<file path="src/rtl/mlpc_pkg.sv">
`timescale 1ns / 1ps
`default_nettype none

package mlpc_pkg;

    // Sizing
    localparam int MAX_LEDS_DEF = 8;
    localparam int CFG_ADDR_W   = 5;

    // Register indexes (byte address = 4 * index)
    localparam logic [2:0] REG_LED_COUNT   = 3'd0;
    localparam logic [2:0] REG_INVERT_MASK = 3'd1;
    localparam logic [2:0] REG_SHORT_MS    = 3'd2;
    localparam logic [2:0] REG_MEDIUM_MS   = 3'd3;
    localparam logic [2:0] REG_LONG_MS     = 3'd4;

    // Register reset values
    localparam logic [3:0]  RST_LED_COUNT   = 4'd1;
    localparam logic [7:0]  RST_INVERT_MASK = 8'd0;
    localparam logic [15:0] RST_SHORT_MS    = 16'd100;
    localparam logic [15:0] RST_MEDIUM_MS   = 16'd500;
    localparam logic [15:0] RST_LONG_MS     = 16'd1000;

    // Request types
    localparam logic REQ_POLL = 1'b0;
    localparam logic REQ_SET  = 1'b1;

    // Status codes
    localparam logic STATUS_OK        = 1'b0;
    localparam logic STATUS_BAD_INDEX = 1'b1;

    // LED modes
    localparam logic [3:0] MODE_OFF        = 4'd0;
    localparam logic [3:0] MODE_ON         = 4'd1;
    localparam logic [3:0] MODE_SHORT      = 4'd2;
    localparam logic [3:0] MODE_SHORT_INV  = 4'd3;
    localparam logic [3:0] MODE_MEDIUM     = 4'd4;
    localparam logic [3:0] MODE_MEDIUM_INV = 4'd5;
    localparam logic [3:0] MODE_LONG       = 4'd6;
    localparam logic [3:0] MODE_LONG_INV   = 4'd7;
    localparam logic [3:0] MODE_BLINK      = 4'd8;
    localparam logic [3:0] MODE_RUN        = 4'd9;
    localparam logic [3:0] MODE_RUN_SHADOW = 4'd10;

    // Input item
    typedef struct packed {
        logic        req_type;
        logic [15:0] elapsed_ms;
        logic [7:0]  led_index;
        logic [3:0]  led_mode;
    } t_req;

    // Result item
    typedef struct packed {
        logic [7:0] pin_levels;
        logic       status;
    } t_res;

    // Per-LED step: state read back plus settings
    typedef struct packed {
        logic [31:0] phase;
        logic [3:0]  cur_mode;
        logic [3:0]  pend_mode;
        logic [15:0] elapsed;
        logic [31:0] chase;
        logic [3:0]  led_n;
        logic [7:0]  invert;
        logic [15:0] short_ms;
        logic [15:0] medium_ms;
        logic [15:0] long_ms;
    } t_step_in;

    // Per-LED step: state to write back plus pin level
    typedef struct packed {
        logic [31:0] phase;
        logic [3:0]  mode;
        logic [31:0] chase;
        logic        level;
    } t_step_out;

endpackage

`default_nettype wire

</file>
<file path="src/rtl/mlpc_led_step.sv">
`timescale 1ns / 1ps
`default_nettype none

module mlpc_led_step #(
    parameter int MAX_LEDS = mlpc_pkg::MAX_LEDS_DEF
) (
    input  wire  logic [((MAX_LEDS > 1) ? $clog2(MAX_LEDS) : 1)-1:0] i_idx,
    input  wire  logic [((MAX_LEDS > 1) ? $clog2(MAX_LEDS) : 1)-1:0] i_pos,
    input  wire  mlpc_pkg::t_step_in                                 i_step,
    output logic [((MAX_LEDS > 1) ? $clog2(MAX_LEDS) : 1)-1:0]       o_pos,
    output mlpc_pkg::t_step_out                                      o_step
);

    localparam int IW = (MAX_LEDS > 1) ? $clog2(MAX_LEDS) : 1;

    // One LED: advance counter, adopt mode, work out the pin level
    always_comb begin
        logic [31:0] phase;
        logic [31:0] chase;
        logic [31:0] pos_w;
        logic [15:0] half;
        logic        lit;
        logic        inv;

        phase = i_step.phase + 32'(i_step.elapsed);
        chase = i_step.chase;
        pos_w = 32'(i_pos);
        half  = i_step.short_ms;
        lit   = 1'b0;
        inv   = 1'b0;

        // mode change restarts this LED and the shared chase
        if (i_step.pend_mode != i_step.cur_mode) begin
            phase = '0;
            chase = '0;
        end

        case (i_step.pend_mode)
            mlpc_pkg::MODE_ON: begin
                lit = 1'b1;
            end
            mlpc_pkg::MODE_SHORT, mlpc_pkg::MODE_SHORT_INV,
            mlpc_pkg::MODE_MEDIUM, mlpc_pkg::MODE_MEDIUM_INV,
            mlpc_pkg::MODE_LONG, mlpc_pkg::MODE_LONG_INV: begin
                if (i_step.pend_mode == mlpc_pkg::MODE_MEDIUM ||
                    i_step.pend_mode == mlpc_pkg::MODE_MEDIUM_INV) begin
                    half = i_step.medium_ms;
                end else if (i_step.pend_mode == mlpc_pkg::MODE_LONG ||
                             i_step.pend_mode == mlpc_pkg::MODE_LONG_INV) begin
                    half = i_step.long_ms;
                end
                if (phase < 32'(half)) begin
                    lit = 1'b1;
                end else if (phase >= {15'd0, half, 1'b0}) begin
                    phase = '0;
                end
                // odd codes are the inverted variants
                lit = lit ^ i_step.pend_mode[0];
            end
            mlpc_pkg::MODE_BLINK: begin
                if (phase < 32'(i_step.short_ms)) begin
                    lit = 1'b1;
                end else if (phase >= 32'(i_step.long_ms)) begin
                    phase = '0;
                end
            end
            mlpc_pkg::MODE_RUN, mlpc_pkg::MODE_RUN_SHADOW: begin
                chase = chase + 32'(i_step.elapsed);
                if (chase > 32'(i_step.medium_ms)) begin
                    chase = '0;
                    pos_w = pos_w + 32'd1;
                end
                if (pos_w >= 32'(i_step.led_n)) begin
                    pos_w = '0;
                end
                lit = (pos_w == 32'(i_idx));
                if (i_step.pend_mode == mlpc_pkg::MODE_RUN_SHADOW) begin
                    lit = ~lit;
                end
            end
            mlpc_pkg::MODE_OFF: begin
                lit = 1'b0;
            end
            default: begin
                lit = 1'b0;
            end
        endcase

        // only the first eight LEDs have an invert bit
        for (int b = 0; b < 8; b++) begin
            if (32'(i_idx) == b) begin
                inv = i_step.invert[b];
            end
        end

        o_step.phase = phase;
        o_step.mode  = i_step.pend_mode;
        o_step.chase = chase;
        o_step.level = inv ^ lit;
        o_pos        = IW'(pos_w);
    end

endmodule

`default_nettype wire

</file>
<file path="src/rtl/multi_led_pattern_controller_core.sv">
`timescale 1ns / 1ps
`default_nettype none

// Multi-LED pattern controller.
// Command channel: an item (i_req) is taken on a clock edge with start high
// and busy low. A set-mode item stores a pending mode for one LED; its result
// (o_valid, o_res) appears in the next cycle, status flags an index not below
// the number of LEDs in use. A poll item walks those LEDs, one LED per cycle,
// through the per-LED state memory (read, update, write back). Its result is
// registered with the last LED, and busy is high while the walk runs; with
// no LED in use it answers in the next cycle, like a set-mode item.
// Sustained rate: one set-mode item per cycle; a poll holds busy high, so no
// new item is taken until its walk ends. Each result is shown for exactly
// one cycle; the receiver cannot stall. Settings are written through the APB
// port; the user must do so only while the block is idle, which the block
// does not enforce. Reset (synchronous, active low) restores register defaults,
// turns all pins low and marks every LED memory entry as unwritten, so it
// reads as off with a zero counter. No clearing pass is needed.

module multi_led_pattern_controller_core #(
    parameter int MAX_LEDS = mlpc_pkg::MAX_LEDS_DEF
) (
    input  wire  logic                          i_clk,
    input  wire  logic                          i_rst_n,
    // command channel
    input  wire  logic                          start,
    output logic                                busy,
    input  wire  mlpc_pkg::t_req                i_req,
    output logic                                o_valid,
    output mlpc_pkg::t_res                      o_res,
    // configuration port
    input  wire  logic                          psel,
    input  wire  logic                          penable,
    input  wire  logic                          pwrite,
    input  wire  logic [mlpc_pkg::CFG_ADDR_W-1:0] paddr,
    input  wire  logic [31:0]                   pwdata,
    output logic [31:0]                         prdata,
    output logic                                pready
);

    localparam int IW = (MAX_LEDS > 1) ? $clog2(MAX_LEDS) : 1;

    localparam logic ST_IDLE = 1'b0;
    localparam logic ST_RUN  = 1'b1;

    // configuration registers
    logic [3:0]  r_led_count;
    logic [7:0]  r_invert;
    logic [15:0] r_short_ms;
    logic [15:0] r_medium_ms;
    logic [15:0] r_long_ms;

    // control and shared state
    logic                r_state;
    logic [IW-1:0]       r_proc_idx;
    logic [15:0]         r_elapsed;
    logic [31:0]         r_chase;
    logic [IW-1:0]       r_pos;
    logic [7:0]          r_pin;
    logic [MAX_LEDS-1:0] r_led_vld;
    logic [MAX_LEDS-1:0] r_pend_vld;
    logic                r_valid;
    mlpc_pkg::t_res      r_res;

    // memories: {phase, current mode} and pending mode
    logic [35:0] mem_led  [MAX_LEDS];
    logic [3:0]  mem_pend [MAX_LEDS];
    logic [35:0] r_rd_led;
    logic [3:0]  r_rd_pend;

    logic                 w_acc;
    logic                 w_cfg_we;
    logic [3:0]           w_n;
    logic                 w_idx_ok;
    logic                 w_last;
    logic [IW-1:0]        w_rd_addr;
    logic [IW-1:0]        w_set_addr;
    logic                 w_pend_we;
    logic                 w_led_we;
    logic [7:0]           n_pin;
    logic [IW-1:0]        w_pos_next;
    mlpc_pkg::t_step_in   w_step_in;
    mlpc_pkg::t_step_out  w_step_out;

    assign w_acc    = start & ~busy;
    assign w_cfg_we = psel & penable & pwrite & pready;
    assign busy     = (r_state == ST_RUN);
    assign pready   = 1'b1;
    assign o_valid  = r_valid;
    assign o_res    = r_res;

    // LEDs in use: count clamped to the memory depth
    assign w_n = (32'(r_led_count) > 32'(MAX_LEDS)) ? 4'(MAX_LEDS) : r_led_count;

    assign w_idx_ok   = (32'(i_req.led_index) < 32'(w_n));
    assign w_set_addr = IW'(i_req.led_index);
    assign w_pend_we  = (r_state == ST_IDLE) && w_acc &&
                        (i_req.req_type == mlpc_pkg::REQ_SET) && w_idx_ok;
    assign w_led_we   = (r_state == ST_RUN);
    assign w_last     = (32'(r_proc_idx) == (32'(w_n) - 32'd1));
    assign w_rd_addr  = (r_state == ST_IDLE) ? '0 : (r_proc_idx + IW'(1));

    // register read-back
    always_comb begin
        prdata = '0;
        case (paddr[4:2])
            mlpc_pkg::REG_LED_COUNT:   prdata = 32'(r_led_count);
            mlpc_pkg::REG_INVERT_MASK: prdata = 32'(r_invert);
            mlpc_pkg::REG_SHORT_MS:    prdata = 32'(r_short_ms);
            mlpc_pkg::REG_MEDIUM_MS:   prdata = 32'(r_medium_ms);
            mlpc_pkg::REG_LONG_MS:     prdata = 32'(r_long_ms);
            default:                   prdata = '0;
        endcase
    end

    // memory ports: one write and one registered read each
    always_ff @(posedge i_clk) begin
        if (w_led_we) begin
            mem_led[r_proc_idx] <= {w_step_out.phase, w_step_out.mode};
        end
        r_rd_led <= mem_led[w_rd_addr];
        if (w_pend_we) begin
            mem_pend[w_set_addr] <= i_req.led_mode;
        end
        r_rd_pend <= mem_pend[w_rd_addr];
    end

    // step inputs; unwritten entries read as zero / off
    always_comb begin
        w_step_in.phase     = r_led_vld[r_proc_idx] ? r_rd_led[35:4] : '0;
        w_step_in.cur_mode  = r_led_vld[r_proc_idx] ? r_rd_led[3:0] : mlpc_pkg::MODE_OFF;
        w_step_in.pend_mode = r_pend_vld[r_proc_idx] ? r_rd_pend : mlpc_pkg::MODE_OFF;
        w_step_in.elapsed   = r_elapsed;
        w_step_in.chase     = r_chase;
        w_step_in.led_n     = w_n;
        w_step_in.invert    = r_invert;
        w_step_in.short_ms  = r_short_ms;
        w_step_in.medium_ms = r_medium_ms;
        w_step_in.long_ms   = r_long_ms;
    end

    mlpc_led_step #(
        .MAX_LEDS (MAX_LEDS)
    ) u_step (
        .i_idx  (r_proc_idx),
        .i_pos  (r_pos),
        .i_step (w_step_in),
        .o_pos  (w_pos_next),
        .o_step (w_step_out)
    );

    // pin update for the LED in hand (LEDs past eight have no pin)
    always_comb begin
        for (int b = 0; b < 8; b++) begin
            n_pin[b] = (32'(r_proc_idx) == b) ? w_step_out.level : r_pin[b];
        end
    end

    // control sequencer and registers
    always_ff @(posedge i_clk) begin
        if (!i_rst_n) begin
            r_led_count <= mlpc_pkg::RST_LED_COUNT;
            r_invert    <= mlpc_pkg::RST_INVERT_MASK;
            r_short_ms  <= mlpc_pkg::RST_SHORT_MS;
            r_medium_ms <= mlpc_pkg::RST_MEDIUM_MS;
            r_long_ms   <= mlpc_pkg::RST_LONG_MS;
            r_state     <= ST_IDLE;
            r_proc_idx  <= '0;
            r_chase     <= '0;
            r_pos       <= '0;
            r_pin       <= '0;
            r_led_vld   <= '0;
            r_pend_vld  <= '0;
            r_valid     <= 1'b0;
        end else begin
            // register writes
            if (w_cfg_we) begin
                case (paddr[4:2])
                    mlpc_pkg::REG_LED_COUNT:   r_led_count <= pwdata[3:0];
                    mlpc_pkg::REG_INVERT_MASK: r_invert    <= pwdata[7:0];
                    mlpc_pkg::REG_SHORT_MS:    r_short_ms  <= pwdata[15:0];
                    mlpc_pkg::REG_MEDIUM_MS:   r_medium_ms <= pwdata[15:0];
                    mlpc_pkg::REG_LONG_MS:     r_long_ms   <= pwdata[15:0];
                    default: ;
                endcase
            end

            r_valid <= 1'b0;

            case (r_state)
                ST_IDLE: begin
                    if (w_acc) begin
                        if (i_req.req_type == mlpc_pkg::REQ_SET) begin
                            if (w_idx_ok) begin
                                r_pend_vld[w_set_addr] <= 1'b1;
                            end
                            r_valid          <= 1'b1;
                            r_res.pin_levels <= r_pin;
                            r_res.status     <= w_idx_ok ? mlpc_pkg::STATUS_OK
                                                         : mlpc_pkg::STATUS_BAD_INDEX;
                        end else if (w_n == 4'd0) begin
                            r_valid          <= 1'b1;
                            r_res.pin_levels <= r_pin;
                            r_res.status     <= mlpc_pkg::STATUS_OK;
                        end else begin
                            r_elapsed  <= i_req.elapsed_ms;
                            r_proc_idx <= '0;
                            r_state    <= ST_RUN;
                        end
                    end
                end
                ST_RUN: begin
                    // write back this LED while the next one is read
                    r_led_vld[r_proc_idx] <= 1'b1;
                    r_chase <= w_step_out.chase;
                    r_pos   <= w_pos_next;
                    r_pin   <= n_pin;
                    if (w_last) begin
                        r_state          <= ST_IDLE;
                        r_valid          <= 1'b1;
                        r_res.pin_levels <= n_pin;
                        r_res.status     <= mlpc_pkg::STATUS_OK;
                    end else begin
                        r_proc_idx <= r_proc_idx + IW'(1);
                    end
                end
                default: begin
                    r_state <= ST_IDLE;
                end
            endcase
        end
    end

endmodule

`default_nettype wire
</file>
<file path="config.mk">
export PLATFORM = sky130hd
export DESIGN_NAME = multi_led_pattern_controller_core
export DESIGN_NICKNAME = d
export VERILOG_FILES = /design/src/rtl/mlpc_pkg.sv /design/src/rtl/mlpc_led_step.sv /design/src/rtl/multi_led_pattern_controller_core.sv
export SDC_FILE = /design/constraint.sdc
export NUM_CORES = 1
export LEC_CHECK = 0
export BUFFER_PORTS_ARGS = -buffer_cell sky130_fd_sc_hd__buf_2
export CORE_MARGIN = 2
export CORE_UTILIZATION = 25
export CTS_CLUSTER_SIZE = 8
export DETAILED_ROUTE_END_ITERATION = 6
export HOLD_SLACK_MARGIN = 0.12
export PLACE_DENSITY = 0.43
export SYNTH_ARGS = -nofsm -noshare
export SYNTH_HDL_FRONTEND = slang
export SYNTH_HIERARCHICAL = 1
export SYNTH_SLANG_ARGS = --single-unit
</file>
<file path="constraint.sdc">
create_clock -name i_clk -period 24.2 [get_ports i_clk]
set_clock_uncertainty 0.2 [all_clocks]
set_input_delay 6.05 -clock i_clk [delete_from_list [all_inputs] [get_ports i_clk]]
set_output_delay 6.05 -clock i_clk [all_outputs]
set_load 0.01 [all_outputs]
</file>
==> results of run 1 <==
==> layout by cell type (no fill, tap or decap), types with 31 or more instances in the layout <==
| cell | n |
|---|---|
| o21ai_0 | 52 |
| edfxtp_1 | 345 |
| nor2b_1 | 105 |
| mux2i_1 | 121 |
| nor3_1 | 31 |
| a21oi_1 | 86 |
| dfxtp_1 | 162 |
| nand3_1 | 46 |
| mux4_2 | 46 |
| a211oi_1 | 53 |
| clkbuf_16 | 75 |
| nand2_1 | 211 |
| a21o_1 | 83 |
| a221oi_1 | 43 |
| ha_1 | 123 |
| inv_1 | 70 |
| buf_2 | 79 |
| clkbuf_1 | 43 |
| buf_4 | 36 |
| and2_1 | 35 |
| nor2_1 | 68 |
==> worst paths after layout <==
check | slack, ns | startpoint | endpoint
hold / removal | 0.26 | r_pend_vld[7]$_SDFFE_PN0P_ | r_pend_vld[7]$_SDFFE_PN0P_
hold reg to reg | 0.26 | r_pend_vld[7]$_SDFFE_PN0P_ | r_pend_vld[7]$_SDFFE_PN0P_
setup / recovery | 10.12 | paddr[2] | prdata[14]
setup reg to reg | 12.21 | r_proc_idx[0]$_SDFFE_PN0P_ | r_pin[3]$_SDFFE_PN0P_
==> through the flow <==
| step | hold WS (ns) | setup slack [ns] | util [%] |
|---|---|---|---|
| final | 0.260 | 10.12 | 29.1 |
| after floorplan | 0.235 | 10.89 | - |
| after global placement | 0.243 | 10.18 | 26.9 |
| after CTS | 0.260 | 10.13 | 29.1 |
| after global routing | 0.266 | 9.92 | 29.1 |
| after detailed placement | 0.248 | 10.14 | 26.9 |
==> logic make-up (layout without fill, tap and decap cells) <==
kind of cell,count (synthesis),count (layout)
AND/OR/NAND/NOR,656,656
flip-flops,509,509
AO/OA/AOI/OAI,491,491
buffers and inverters,218,315
multiplexers,181,181
adder cells (fa/ha/maj),126,126
XOR/XNOR,47,47
other,2,17
==> cell type report <==
type,instances,area (µm²)
clock inverter,9,129
inverter,71,267
fill,10659,73500
clock buffer,120,2070
tap,1380,1730
sequential,509,13700
multi-input combinational,1518,11600
timing repair buffer,115,666
==> layer usage <==
metal	vias to the layer above	GRT usage [%]
met5	-	0
met4	0	4.55
met3	101	2.01
met2	309	24.1
met1	8936	17.5
li1	8497	-
==> flip-flops by register name, summed over array words and instances, names as in the netlist, 8 cells and up <==
signal,cells
r_pend_vld,8
r_elapsed,16
r_chase,32
r_pin,8
r_long_ms,16
o_res,9
r_invert,8
r_rd_led,36
r_led_vld,8
r_medium_ms,16
mem_pend,32
mem_led,288
r_short_ms,16
==> critical path: cells and delay by family <==
family | cells | cell delay (ns)
AO/OA/AOI/OAI | 1 | 0.11
buffers and inverters | 2 | 0.47
AND/OR/NAND/NOR | 3 | 1.20
==> where the power goes <==
part | switching [W] | internal (W)
registers | 0.00000606 | 0.000950
clock network | 0.000393 | 0.000586
logic | 0.000115 | 0.0000680
total | 0.000513 | 0.00160
==> flow_summary.toml, run 1 <==
[critical_path]
critPathArrivalTime_ns = 7.83
crit_path_top_delay_cell = "nor2b_1"
path_class = "input port to primary output"
end_kind = "primary output"
crit_top_cell = "buf_2"
r2r.worst_path.cells = 43
startpoint_type = "input port"
cp_cell_sequence = "buf_2 > nor2b_1 > and2b_1 > nand2_1 > o21ai_0 > buf_2"
cp_slowest_stage_delay_ns = 0.59
required_ns = 17.95
path_max_fanout = 24

[placed_design]
placed_area_um2 = 27900
hpwl_um = 48700
place_congestion = 0.829
place_inst = 3593
numPortBuffers = 80

[clock_network]
holdBufCountCts = 0
numCtsBuffers = 75
htree_levels = 3
cts_resized = 0
clk-insertion-delay-late_ns = 0.63
post_cts_buffers = 0
cts_root_buf = "clkbuf_16"
cts_tree = "done"
cts_buffer_depth = 3
clk_pin_slew_ns = 0.05
cts_num_sinks = 509

[synth]
synth-compound-area-share_pct = 13.5
synth_area_um2 = 26100
ys_async_sr_fraction_pct = 0
synth_area_leader_cell = "edfxtp_1"
synth_seq_cells = 509
synth_edf_count = 345
synth_xor_area_share_pct = 1.68
synth_cells = 2230
ys.flop_type = "edfxtp_1"
synth_most_common_cell = "edfxtp_1"
synth_top_family_by_area = "compound AO/OA/AOI/OAI gates"
synth.area.top_cells = "edfxtp_1 40%, dfxtp_1 13%, ha_1 5.9%"
synth_common_cells = "345 x edfxtp_1, 212 x nand2_1, 164 x dfxtp_1"
synthMuxAreaShare_pct = 9.24
syn_area_per_cell_um2 = 11.7
yosys_warnings = 6
synth.distinct_cells = 98
synthAdderAreaFrac_pct = 6.09
yosys.area_share.simple_pct = 13.4
synth.top_cell.area_share_pct = 39.6
yosysSeqAreaShare_pct = 52.2

[route]
top_layer_used = "met4"
met1Wirelength_um = 33400
dr.pass1.iters = 5
ant_nets = 0
wl_per_cell_um = 20.1
routed_wirelength_um = 74700
wl_met2_um = 36700
first_iter_violations = 983
drc = 0
via_per_inst = 4.79
vias = 17843
met3WireLength_um = 2660

[final_layout]
diodes = 0
area_growth_pct = 15.2
final_nets = 2488
drive_above_1_share_pct = 14.0
final_area_um2 = 30100
stdcell_count = 3722

[sta]
fin_crit_sh_pct = 58.2
rsz0062_at_grt = "false"
maxSlewViolCount = 0
fin_crit_ns = 14.08
fin_setup_tns_ns = 0
finalSetupViolCount = 0
worst_pin_slew_ns = 1.08
maxClockFrequency_mhz = 71.0
max_slew_margin_pct = 28.0
hold_viol = 0

[global_route]
antenna_found_initial = 0
overflow = 0
grt_pass1_wl_um = 114000
grt_max_degree = 105
first_global_vias = 18390
track_usage_pct = 13.8

[die]
std_cell_rows = 118
die_area_um2 = 107000
start_util_pct = 25.2
ioPinCount = 116
die_w_um = 327
core_um2 = 104000
die-height_um = 327

[job]
cap_violations = 0

[pwr]
powerDensity_nw_per_um2 = 70.3
leakage_nw = 11.0
total_power_w = 0.00212
ir_worst_vdd_v = 0.0000452

[min_path]
hp-class = "register to register"
hold_depth = 1

[run_status]
outcome = "finished clean"
Power figures use the tool's default switching activity.
==> run 2: changes to the inputs <==
==> constraint.sdc (replaced) <==
create_clock -name i_clk -period 13.15 [get_ports i_clk]
set_clock_uncertainty 0.2 [all_clocks]
set_input_delay 3.2875 -clock i_clk [delete_from_list [all_inputs] [get_ports i_clk]]
set_output_delay 3.2875 -clock i_clk [all_outputs]
set_load 0.01 [all_outputs]
==> flow_summary.toml, run 2 (synthesized netlist as in run 1, its figures left out) <==
[run_status]
outcome = "finished clean"

[critical_path]
rrSetupSlack_ns = 1.52
path_class = "register to register"
cp_slowest_stage_delay_ns = 0.76
path_max_fanout = 33
crit_path_top_delay_cell = "mux2i_4"
startpoint_type = "register"
cp_top_family = "simple AND/OR/NAND/NOR gates"
reg2reg_from = "r_proc_idx[0]$_SDFFE_PN0P_"
r2r.worst_path.cells = 39
critPathBufInv = 1
critPathCapture = "r_pin[3]$_SDFFE_PN0P_"
critPathArrivalTime_ns = 11.92
r2r_end = "r_pin[3]$_SDFFE_PN0P_"
setup.worst_path.start = "r_proc_idx[0]$_SDFFE_PN0P_"
crit_cells = 39
required_ns = 13.44
end_kind = "register"

[final_layout]
drive_above_1_share_pct = 13.9
seq_area_um2 = 13700
diodes = 0
top_register = "mem_led"
reg_top3 = "mem_led: 288 flops, r_rd_led: 36 flops"
most-common-layout-cells = "345 x edfxtp_1, 211 x nand2_1, 162 x dfxtp_1, 123 x ha_1, 121 x mux2i_1"
area_growth_pct = 15.5
final_common_cell = "edfxtp_1"
largest_register_ffs = 288
multi_input_area_um2 = 11600
final_nets = 2485
n_fill_cell = 10620

[die]
die_area_um2 = 107000
die-height_um = 327
start_util_pct = 25.2
die_w_um = 327
ioPinCount = 116
std_cell_rows = 118
core_um2 = 104000

[pwr]
pwr-share-comb_pct = 8.6
switchingPower_w = 0.000956
power_frac_seq_pct = 44.6
ir_worst_vdd_v = 0.0000858
total_power_w = 0.00395
pwr-share-clk_pct = 46.8
powerDensity_nw_per_um2 = 131
leakage_nw = 11.0
power.internal_w = 0.00299
p_sw_share_pct = 24.2

[clock_network]
post_cts_buffers = 0
cts_buffer_depth = 3
cts_root_buf = "clkbuf_16"
htree_levels = 3
clk-insertion-delay-late_ns = 0.62
clk_pin_slew_ns = 0.05
cts_num_sinks = 509
cts_resized = 0
numCtsBuffers = 75
cts_tree = "done"
holdBufCountCts = 0

[placed_design]
place_congestion = 0.823
numPortBuffers = 80
hpwl_um = 48900

[min_path]
hp-class = "register to register"

[sta]
max_slew_margin_pct = 27.4
finalSetupViolCount = 0
maxClockFrequency_mhz = 86.0
fin_crit_ns = 11.63
worst_pin_slew_ns = 1.09
fin_crit_sh_pct = 88.4
fin_setup_tns_ns = 0
hold_viol = 0
maxSlewViolCount = 0
rsz0062_at_grt = "false"

[route]
drc = 0
via_per_inst = 4.83
ant_nets = 0
first_iter_violations = 1216
vias = 17987
wl_per_cell_um = 20.3
dr.pass1.iters = 7
routed_wirelength_um = 75600

[global_route]
track_usage_pct = 13.9
antenna_found_initial = 0
overflow = 0
first_global_vias = 18284
grt_pass1_wl_um = 114000
grt_max_degree = 105

[job]
cap_violations = 0
-- run 2: cell count changes in the layout (fill, tap and decap cells not counted), sizes merged --
| cell | before | now |
|---|---|---|
| buf | 115 | 112 |
| bufinv | 0 | 1 |
| clkbuf | 120 | 125 |
| clkinv | 4 | 6 |
| inv | 76 | 72 |
-- run 2: per-layer routing --
layer,vias to the layer above,global-route usage [%],part of all wire [%]
met5,-,0,0
met4,0,4.26,2.6
met3,127,2.26,4.1
met2,397,24.2,49
met1,8971,17.6,44
li1,8492,-,-
-- run 2: worst register-to-register path: cells and delay by family (launching register included) --
family	cells	cell delay, ns
xor+xnor	2	0.51
buf+inv	1	0.45
fa+ha+maj	3	0.84
mux	3	1.70
compound gates	14	3.03
simple gates	16	4.12
flops	1	0.67
-- run 2: power by group through the flow --
stage               Combinational (W)  Sequential (W)  Clock [W]
global route                 0.000378         0.00176    0.00197
detailed placement           0.000342         0.00179          0
global placement             0.000336         0.00179          0
floorplan                    0.000229         0.00178          0
CTS                          0.000345         0.00176    0.00191
finish                       0.000341         0.00176    0.00185
-- run 2: how the worst min path moves through the flow --
stage                                    start                          to  cells after the start
floorplan            r_led_vld[2]$_SDFFE_PN0P_   r_led_vld[2]$_SDFFE_PN0P_                      1
CTS                  r_led_vld[6]$_SDFFE_PN0P_   r_led_vld[6]$_SDFFE_PN0P_                      1
finish               r_led_vld[6]$_SDFFE_PN0P_   r_led_vld[6]$_SDFFE_PN0P_                      1
global placement     r_led_vld[3]$_SDFFE_PN0P_   r_led_vld[3]$_SDFFE_PN0P_                      1
global route        r_pend_vld[3]$_SDFFE_PN0P_  r_pend_vld[3]$_SDFFE_PN0P_                      1
detailed placement   r_led_vld[6]$_SDFFE_PN0P_   r_led_vld[6]$_SDFFE_PN0P_                      1
-- run 2: per-stage QoR --
stage | instance area, µm² | util [%] | setup WS [ns] | hold slack, ns | instances
floorplan | 26200 | - | 3.53 | 0.235 | 2245
global placement | 27900 | 26.9 | 1.47 | 0.242 | 3590
detailed placement | 27900 | 26.9 | 1.48 | 0.250 | 3590
CTS | 30200 | 29.1 | 1.44 | 0.262 | 3723
global route | 30200 | 29.1 | 0.719 | 0.272 | 3723
finish | 30200 | 29.1 | 1.52 | 0.262 | 3723
-- run 2: cell type report --
cell class	instances	share of cell area (%)
tap	1380	5.72
sequential	509	45.2
timing repair buffer	112	2.13
clock inverter	8	0.518
clock buffer	125	7.01
multi-input combinational	1518	38.5
inverter	71	0.883
==> run 3: changes to the inputs <==
--- a/config.mk
+++ b/config.mk
@@ -12,6 +12,7 @@
 export DETAILED_ROUTE_END_ITERATION = 6
 export HOLD_SLACK_MARGIN = 0.12
 export PLACE_DENSITY = 0.43
+export RECOVER_POWER = 100
 export SYNTH_ARGS = -nofsm -noshare
 export SYNTH_HDL_FRONTEND = slang
 export SYNTH_HIERARCHICAL = 1
==> flow_summary.toml, run 3 (synthesized netlist as in run 1, its figures left out) <==
[final_layout]
top_register = "mem_led"
most-common-layout-cells = "345 x edfxtp_1, 212 x nand2_1, 162 x dfxtp_1, 123 x ha_1, 121 x mux2i_1"
drive_above_1_share_pct = 10.8
reg_top3 = "mem_led: 288 flops, r_rd_led: 36 flops"
stdcell_count = 3723
area_growth_pct = 14.6
final_nets = 2485
largest_register_ffs = 288
fin_util_pct = 28.9
diodes = 0
final_area_um2 = 30000
final_common_cell = "edfxtp_1"
n_fill_cell = 10679

[min_path]
hold_depth = 1
hp-start = "r_led_vld[5]$_SDFFE_PN0P_"
hp-class = "register to register"
hold_end = "r_led_vld[5]$_SDFFE_PN0P_"

[placed_design]
hpwl_um = 48900
place_inst = 3590
placed_area_um2 = 27900
numPortBuffers = 80
place_congestion = 0.823

[global_route]
grt_max_degree = 105
antenna_found_initial = 0
overflow = 0
track_usage_pct = 13.9
first_global_vias = 18284
grt_pass1_wl_um = 114000

[critical_path]
critPathArrivalTime_ns = 12.15
reg2reg_from = "r_proc_idx[0]$_SDFFE_PN0P_"
required_ns = 13.42
end_kind = "register"
rrSetupSlack_ns = 1.27
cp_slowest_stage_delay_ns = 0.75
r2r.worst_path.cells = 39
path_class = "register to register"
path_max_fanout = 33
startpoint_type = "register"
crit_path_top_delay_cell = "mux2i_4"
r2r_end = "r_pin[3]$_SDFFE_PN0P_"

[run_status]
outcome = "complete, but fails checks"
violations = "capacitance limit, slew limit"

[sta]
fin_setup_tns_ns = 0
fin_crit_ns = 11.88
max_slew_margin_pct = -174
finalSetupViolCount = 0
maxClockFrequency_mhz = 84.2
fin_crit_sh_pct = 90.3
worst_pin_slew_ns = 4.10
rsz0062_at_grt = "false"
maxSlewViolCount = 706
hold_viol = 0

[clock_network]
cts_resized = 0
clk-insertion-delay-late_ns = 0.61
cts_tree = "done"
holdBufCountCts = 0
cts_buffer_depth = 3
clk_pin_slew_ns = 0.05
htree_levels = 3
cts_root_buf = "clkbuf_16"
cts_num_sinks = 509
numCtsBuffers = 75
post_cts_buffers = 0

[route]
vias = 17949
drc = 0
wl_per_cell_um = 20.3
via_per_inst = 4.82
routed_wirelength_um = 75600
ant_nets = 0
first_iter_violations = 1225
dr.pass1.iters = 7

[pwr]
leakage_nw = 10.7
ir_worst_vdd_v = 0.0000855
powerDensity_nw_per_um2 = 132

[die]
start_util_pct = 25.2
std_cell_rows = 118
ioPinCount = 116
die_area_um2 = 107000
die_w_um = 327
core_um2 = 104000
die-height_um = 327

[job]
cap_violations = 16
-- run 3: stage by stage --
stage / worst slack [ns] / total power (W) / hold WS [ns]
after global routing: 0.366 / 0.00411 / 0.272
after global placement: 1.47 / 0.00213 / 0.242
after floorplan: 3.53 / 0.00201 / 0.235
after detailed placement: 1.48 / 0.00213 / 0.250
after CTS: 1.44 / 0.00401 / 0.262
final: 1.27 / 0.00395 / 0.261
-- run 3: worst max path at each step --
stage,start,cells past startpoint,to
2_1_floorplan,r_proc_idx[0]$_SDFFE_PN0P_,44,o_res[1]$_DFFE_PP_
3_3_place_gp,r_proc_idx[0]$_SDFFE_PN0P_,39,r_pin[3]$_SDFFE_PN0P_
3_5_place_dp,r_proc_idx[0]$_SDFFE_PN0P_,39,r_pin[1]$_SDFFE_PN0P_
4_1_cts,r_proc_idx[0]$_SDFFE_PN0P_,39,r_pin[3]$_SDFFE_PN0P_
5_1_grt,r_proc_idx[1]$_SDFFE_PN0P_,40,r_pin[5]$_SDFFE_PN0P_
6_report,r_proc_idx[0]$_SDFFE_PN0P_,39,r_pin[3]$_SDFFE_PN0P_
-- run 3: critical path, delay by kind of cell, from the launching register on --
kind | cells | cell delay [ns]
simple gates | 16 | 4.35
buf+inv | 1 | 0.43
mux | 3 | 1.69
compound gates | 14 | 3.00
flops | 1 | 0.65
xor+xnor | 2 | 0.50
fa+ha+maj | 3 | 0.85
-- run 3: metal layers --
metal	wire [µm]	vias up	track usage, %
met5	0	-	0
met4	2010	0	4.26
met3	2900	129	2.26
met2	37100	347	24.2
met1	33600	8990	17.6
li1	-	8483	-
-- run 3: area by class of cell --
| type | instances | area, µm² | share of cell area, % |
|---|---|---|---|
| timing repair buffer | 112 | 515 | 1.72 |
| multi-input combinational | 1518 | 11500 | 38.5 |
| clock inverter | 8 | 156 | 0.522 |
| sequential | 509 | 13700 | 45.6 |
| clock buffer | 125 | 2120 | 7.07 |
| inverter | 71 | 267 | 0.890 |
| tap | 1380 | 1730 | 5.77 |
-- run 3: where the power goes --
group / total [W] / leakage, nW / internal (W) / switching, W
sequential: 0.00176 / 4.56 / 0.00175 / 0.0000116
clock: 0.00185 / 1.08 / 0.00112 / 0.000728
combinational: 0.000341 / 5.10 / 0.000127 / 0.000215
total: 0.00395 / 10.7 / 0.00300 / 0.000954
